### config.mk
export PLATFORM = sky130hd
export DESIGN_NAME = dgm_ram
export DESIGN_NICKNAME = d
export VERILOG_FILES = /design/src/dgm_ram.sv
export SDC_FILE = /design/constraint.sdc
export NUM_CORES = 2
export LEC_CHECK = 0
export BUFFER_PORTS_ARGS = -buffer_cell sky130_fd_sc_hd__buf_2
export CAP_MARGIN = 10
export CORE_UTILIZATION = 27
export CTS_BUF_LIST = sky130_fd_sc_hd__clkbuf_16
export DETAILED_ROUTE_END_ITERATION = 12
export SLEW_MARGIN = 25
export SYNTH_ARGS = -nofsm -noshare
export SYNTH_HDL_FRONTEND = slang
export SYNTH_SLANG_ARGS = --single-unit
export TNS_END_PERCENT = 1
### constraint.sdc
create_clock -name clock -period 10.9 [get_ports clock]
set_input_delay 1.09 -clock clock [delete_from_list [all_inputs] [get_ports clock]]
set_output_delay 1.09 -clock clock [all_outputs]
set_load 0.05 [all_outputs]
### src/dgm_ram.sv
// Generic single-port-write, one-read RAM with a registered read.
`timescale 1ns / 1ps
module dgm_ram #(
   parameter int Width = 64,
   parameter int Depth = 64
) (
   input  logic                     clock,
   input  logic                     wr_en,
   input  logic [$clog2(Depth)-1:0] wr_addr,
   input  logic [Width-1:0]         wr_data,
   input  logic [$clog2(Depth)-1:0] rd_addr,
   output logic [Width-1:0]         rd_data
);
   logic [Width-1:0] mem [Depth];

   // Write port and registered read port.
   always_ff @(posedge clock) begin
      if (wr_en) begin
         mem[wr_addr] <= wr_data;
      end
      rd_data <= mem[rd_addr];
   end
endmodule

* Yosys cells after proc, flatten, opt, wreduce, memory -nomap -nowiden *
Memory sizes are Yosys's and may differ from the RTL's. A register that Yosys moved wholly into a read port is not among the register bits.
Cells that the tools add are included.

word-level totals
  bits in registers = 0
  bits in writable memories = 4096
  bits of input ports = 78
  output and inout bits = 64
  word-level logic and storage cells = 3
  memories = 1

cells by class
  mux-type cells = 2

memory list
  name  words  width  read ports  clocked after memory_dff  write ports  line  RTL
  mem   64     64     1           1                         1            14    logic [Width-1:0] mem [Depth];

operators with widths
  cell     count
  $mux W1  2

* Logic depth before layout (Yosys ltp) *
  word-level depth = 2
  depth in mapped cells = 9
  depth with buffers taken out = 5

* Worst setup path after synthesis *
OpenSTA, ideal clock, no wires.

  path type = input to register
  start = input wr_addr[3]
  end = memory mem[48][0], enable pin
  setup time = 0.564 ns
  arrival time = 5.962 ns
  data required time = 10.336 ns
  slack = 4.374 ns
  cell stages on the path = 4
  buffers on the path = 1
  cell sequence = clkbuf_1 > nor2b_1 > nand4b_1 > nor3_1

RTL lines
  what         line  RTL
  from (decl)  9     input logic [$clog2(Depth)-1:0] wr_addr,
  to (decl)    14

Straight into the memory's write port.

==> flow_metrics.py <==
metrics = {
    "logic_synthesis": {
        "syn_area_um2": 156000,
        "synthFlopType": "edfxtp_1",
        "synth.distinct_cells": 33,
        "async_flop_share_pct": 0,
        "syn_inst": 6598,
        "synth_edf_count": 4096,
        "yosysWarnings": 0,
        "ys_seq_area_share_pct": 79.5,
        "avgSynthCellArea_um2": 23.7,
        "ys_ff_latch": 4160,
        "syn-num-nets": 6676,
    },
    "floorplan": {
        "core_area_um2": 577000,
        "start_util_pct": 27.1,
        "die_w_um": 763,
        "die_y_um": 763,
        "row_count": 279,
        "die_area_um2": 582000,
        "boundaryPins": 142,
    },
    "worst_setup_path": {
        "ff2ff_setup_slack_ns": 8.56,
        "path_max_fanout": 100,
        "crit_path_frequent_cell": "buf_12",
        "max_stage_delay_ns": 0.82,
        "end_kind": "flop",
        "crit_type": "input pin to flop",
        "path_cells": "buf_12 -> buf_4 -> buf_12 -> mux4_2 -> mux2i_1 -> nand2_1 -> a41oi_1 -> a211oi_1",
        "cp_slowest_cell": "buf_4",
        "start_kind": "input pin",
        "crit_required_ns": 11.75,
        "worstPathArrival_ns": 5.25,
    },
    "clock_network": {
        "cts_resized": 0,
        "cts_setup_buffers": 0,
        "ctsHoldBuffers": 0,
        "clkSlewWorstSetupHoldPaths_ns": 0.06,
        "cts_buffer_depth": 4,
        "clk-insertion-delay-late_ns": 1.02,
        "h-tree-depth": 5,
        "cts_tree": "built",
        "clock-sinks": 4160,
        "numCtsBuffers": 397,
        "cts_root_buf": "clkbuf_16",
    },
    "pwr": {
        "ir_worst_vdd_v": 0.000154,
        "p_leak_nw": 54.9,
        "power.density_nw_per_um2": 183,
    },
    "sta": {
        "maxSlewHeadroom_pct": 25.1,
        "rsz0062_at_grt": "no",
        "layout_setup_ws_ns": 6.50,
        "final.setup.tns_ns": 0,
        "clock_skew_ns": 0.103,
        "fin_crit_sh_pct": 40.4,
        "final.min_clock_period_ns": 4.40,
        "max_freq_mhz": 227,
        "drv_slew": 0,
        "hold_viol": 0,
        "setup_viol": 0,
        "worstMarginPinSlew_ns": 1.12,
    },
    "min_path": {
        "hp-class": "input pin to flop",
    },
    "place": {
        "dp_hpwl_um": 237000,
        "portBuffers": 141,
        "place_area_um2": 167000,
        "place_ws_ns": 5.28,
        "place_congestion": 0.767,
    },
    "outcome": {
        "status": "finished with violations",
        "violations": "DRC",
    },
    "finish": {
        "final_area_um2": 180000,
        "finalNetCount": 7047,
        "layout-drive-gt1-share_pct": 28.0,
        "area_delta_synth_final_pct": 15.4,
    },
    "routing": {
        "drt_pass1_iterations": 12,
        "postRouteAntennaNets": 0,
        "drt_iter0_drc": 9796,
        "vias": 75600,
        "drt_wl_total_um": 453000,
        "wl_per_cell_um": 30.1,
        "drc": 12,
        "vias_per_cell": 5.02,
    },
    "global_routing": {
        "grt_max_degree": 120,
        "antenna_found_initial": 49,
        "grtUsageTotal_pct": 15.1,
        "grt_pass1_vias": 76300,
        "grt_pass1_wl_um": 621000,
        "overflow": 0,
    },
    "flow_run": {
        "max_cap_viol_count": 0,
    },
}
## placed cells by master, fill, tap and decap left out, types with 19 or more instances in the layout
cell       netlist  final
inv_1           19    105
nor2b_1         28     24
a41oi_1         26     26
buf_2          170     96
clkbuf_16        0    402
nand2_1         58     54
nand3_1         45     45
dfxtp_1         64     64
mux4_2        1024   1024
a22oi_1        168    168
bufinv_16        0     32
clkinv_2         0     81
o221ai_1        38     38
edfxtp_1      4096   4096
and3_1          64     64
mux2i_1        135    135
clkinv_1         0     92
nor2_1         112     47
or2_2           28     28
buf_4           34    208
buf_12           0     23
or3_1           29     29
nor2_4           0     64
a22o_1          88     88
a2bb2oi_1       19     19
o22ai_1         83     83
a211oi_1        63     60
## worst max-delay path: cells and delay by family
family                 cells  cell delay, ns
muxes                      2            0.80
and+or+nand+nor            1            0.12
buffers and inverters      3            2.00
AOI/OAI and AO/OA          2            0.88
## layout make-up
class / instances / area, um2
clock inverters: 342 / 2790
repair buffers: 342 / 2680
diodes: 18 / 45.0
flip-flops and latches: 4160 / 124000
multi-input cells: 2049 / 30800
clock buffers: 402 / 10100
fillers: 54300 / 397000
inverters: 19 / 71.3
well taps: 7727 / 9670
## power by group
| part | switching (mW) | internal (mW) |
|---|---|---|
| logic | 1.07 | 0.548 |
| clock network | 6.10 | 7.51 |
| registers | 0.0912 | 17.7 |
## through the flow
step / total power [mW] / std cells / utilization (%) / hold WS (ns)
after floorplan: 19.0 / 6598 / - / 0.788
after global placement: 19.8 / 14300 / 29.0 / 0.838
after detailed placement: 19.8 / 14300 / 29.0 / 0.833
after CTS: 33.3 / 15000 / 31.2 / 0.505
after global routing: 33.9 / 15000 / 31.3 / 0.493
final: 33.0 / 15100 / 31.3 / 0.506
## state kept, by name (all words and copies together), names as in the netlist
register and cells:
rd_data 64, mem 4096
## cells by family after synthesis
logic type / count (synthesis) / synth area share (%)
buffers and inverters: 389 / 1.18
DFF: 4160 / 79.5
AOI/OAI and AO/OA: 504 / 2.48
muxes: 1159 / 15.6
and+or+nand+nor: 386 / 1.24
## routing by layer
| metal | part of all wire, % | up-vias | GRT usage (%) |
|---|---|---|---|
| li1 | - | 29300 | - |
| met1 | 39 | 41800 | 19.7 |
| met2 | 50 | 3771 | 25.8 |
| met3 | 7.9 | 765 | 2.29 |
| met4 | 3.3 | 8 | 4.69 |
| met5 | 0.011 | - | 0 |
## cells in the mapped netlist (all sizes together) (2+ instances only)
master | number | area (um2)
nand2b | 11 | 68.8
a31oi | 18 | 113
mux4 | 1024 | 23100
a22o | 88 | 771
nand3b | 2 | 15.0
and2 | 3 | 18.8
nor3 | 2 | 10.0
nand2 | 58 | 218
inv | 19 | 71.3
or3 | 29 | 181
nand3 | 45 | 225
and3 | 64 | 400
a41oi | 26 | 228
a2bb2oi | 19 | 166
nor2 | 112 | 420
o22ai | 83 | 519
or2 | 28 | 175
a211oi | 63 | 473
nand4 | 2 | 12.5
edfxtp | 4096 | 123000
clkbuf | 140 | 526
nor2b | 28 | 175
dfxtp | 64 | 1280
buf | 230 | 1250
o221ai | 38 | 333
a22oi | 168 | 1260
mux2i | 135 | 1350
## final timing paths
kind,startpoint,end,depth (start not counted)
worst max-delay path,rd_addr[0],rd_data[37]$_DFF_P_,8
worst min-delay path,wr_data[20],mem[23][20]$_DFFE_PP_,1
worst max register to register,mem[7][62]$_DFFE_PP_,rd_data[62]$_DFF_P_,4
worst min register to register,mem[47][63]$_DFFE_PP_,rd_data[63]$_DFF_P_,4
(Power assumes the default switching activity.)
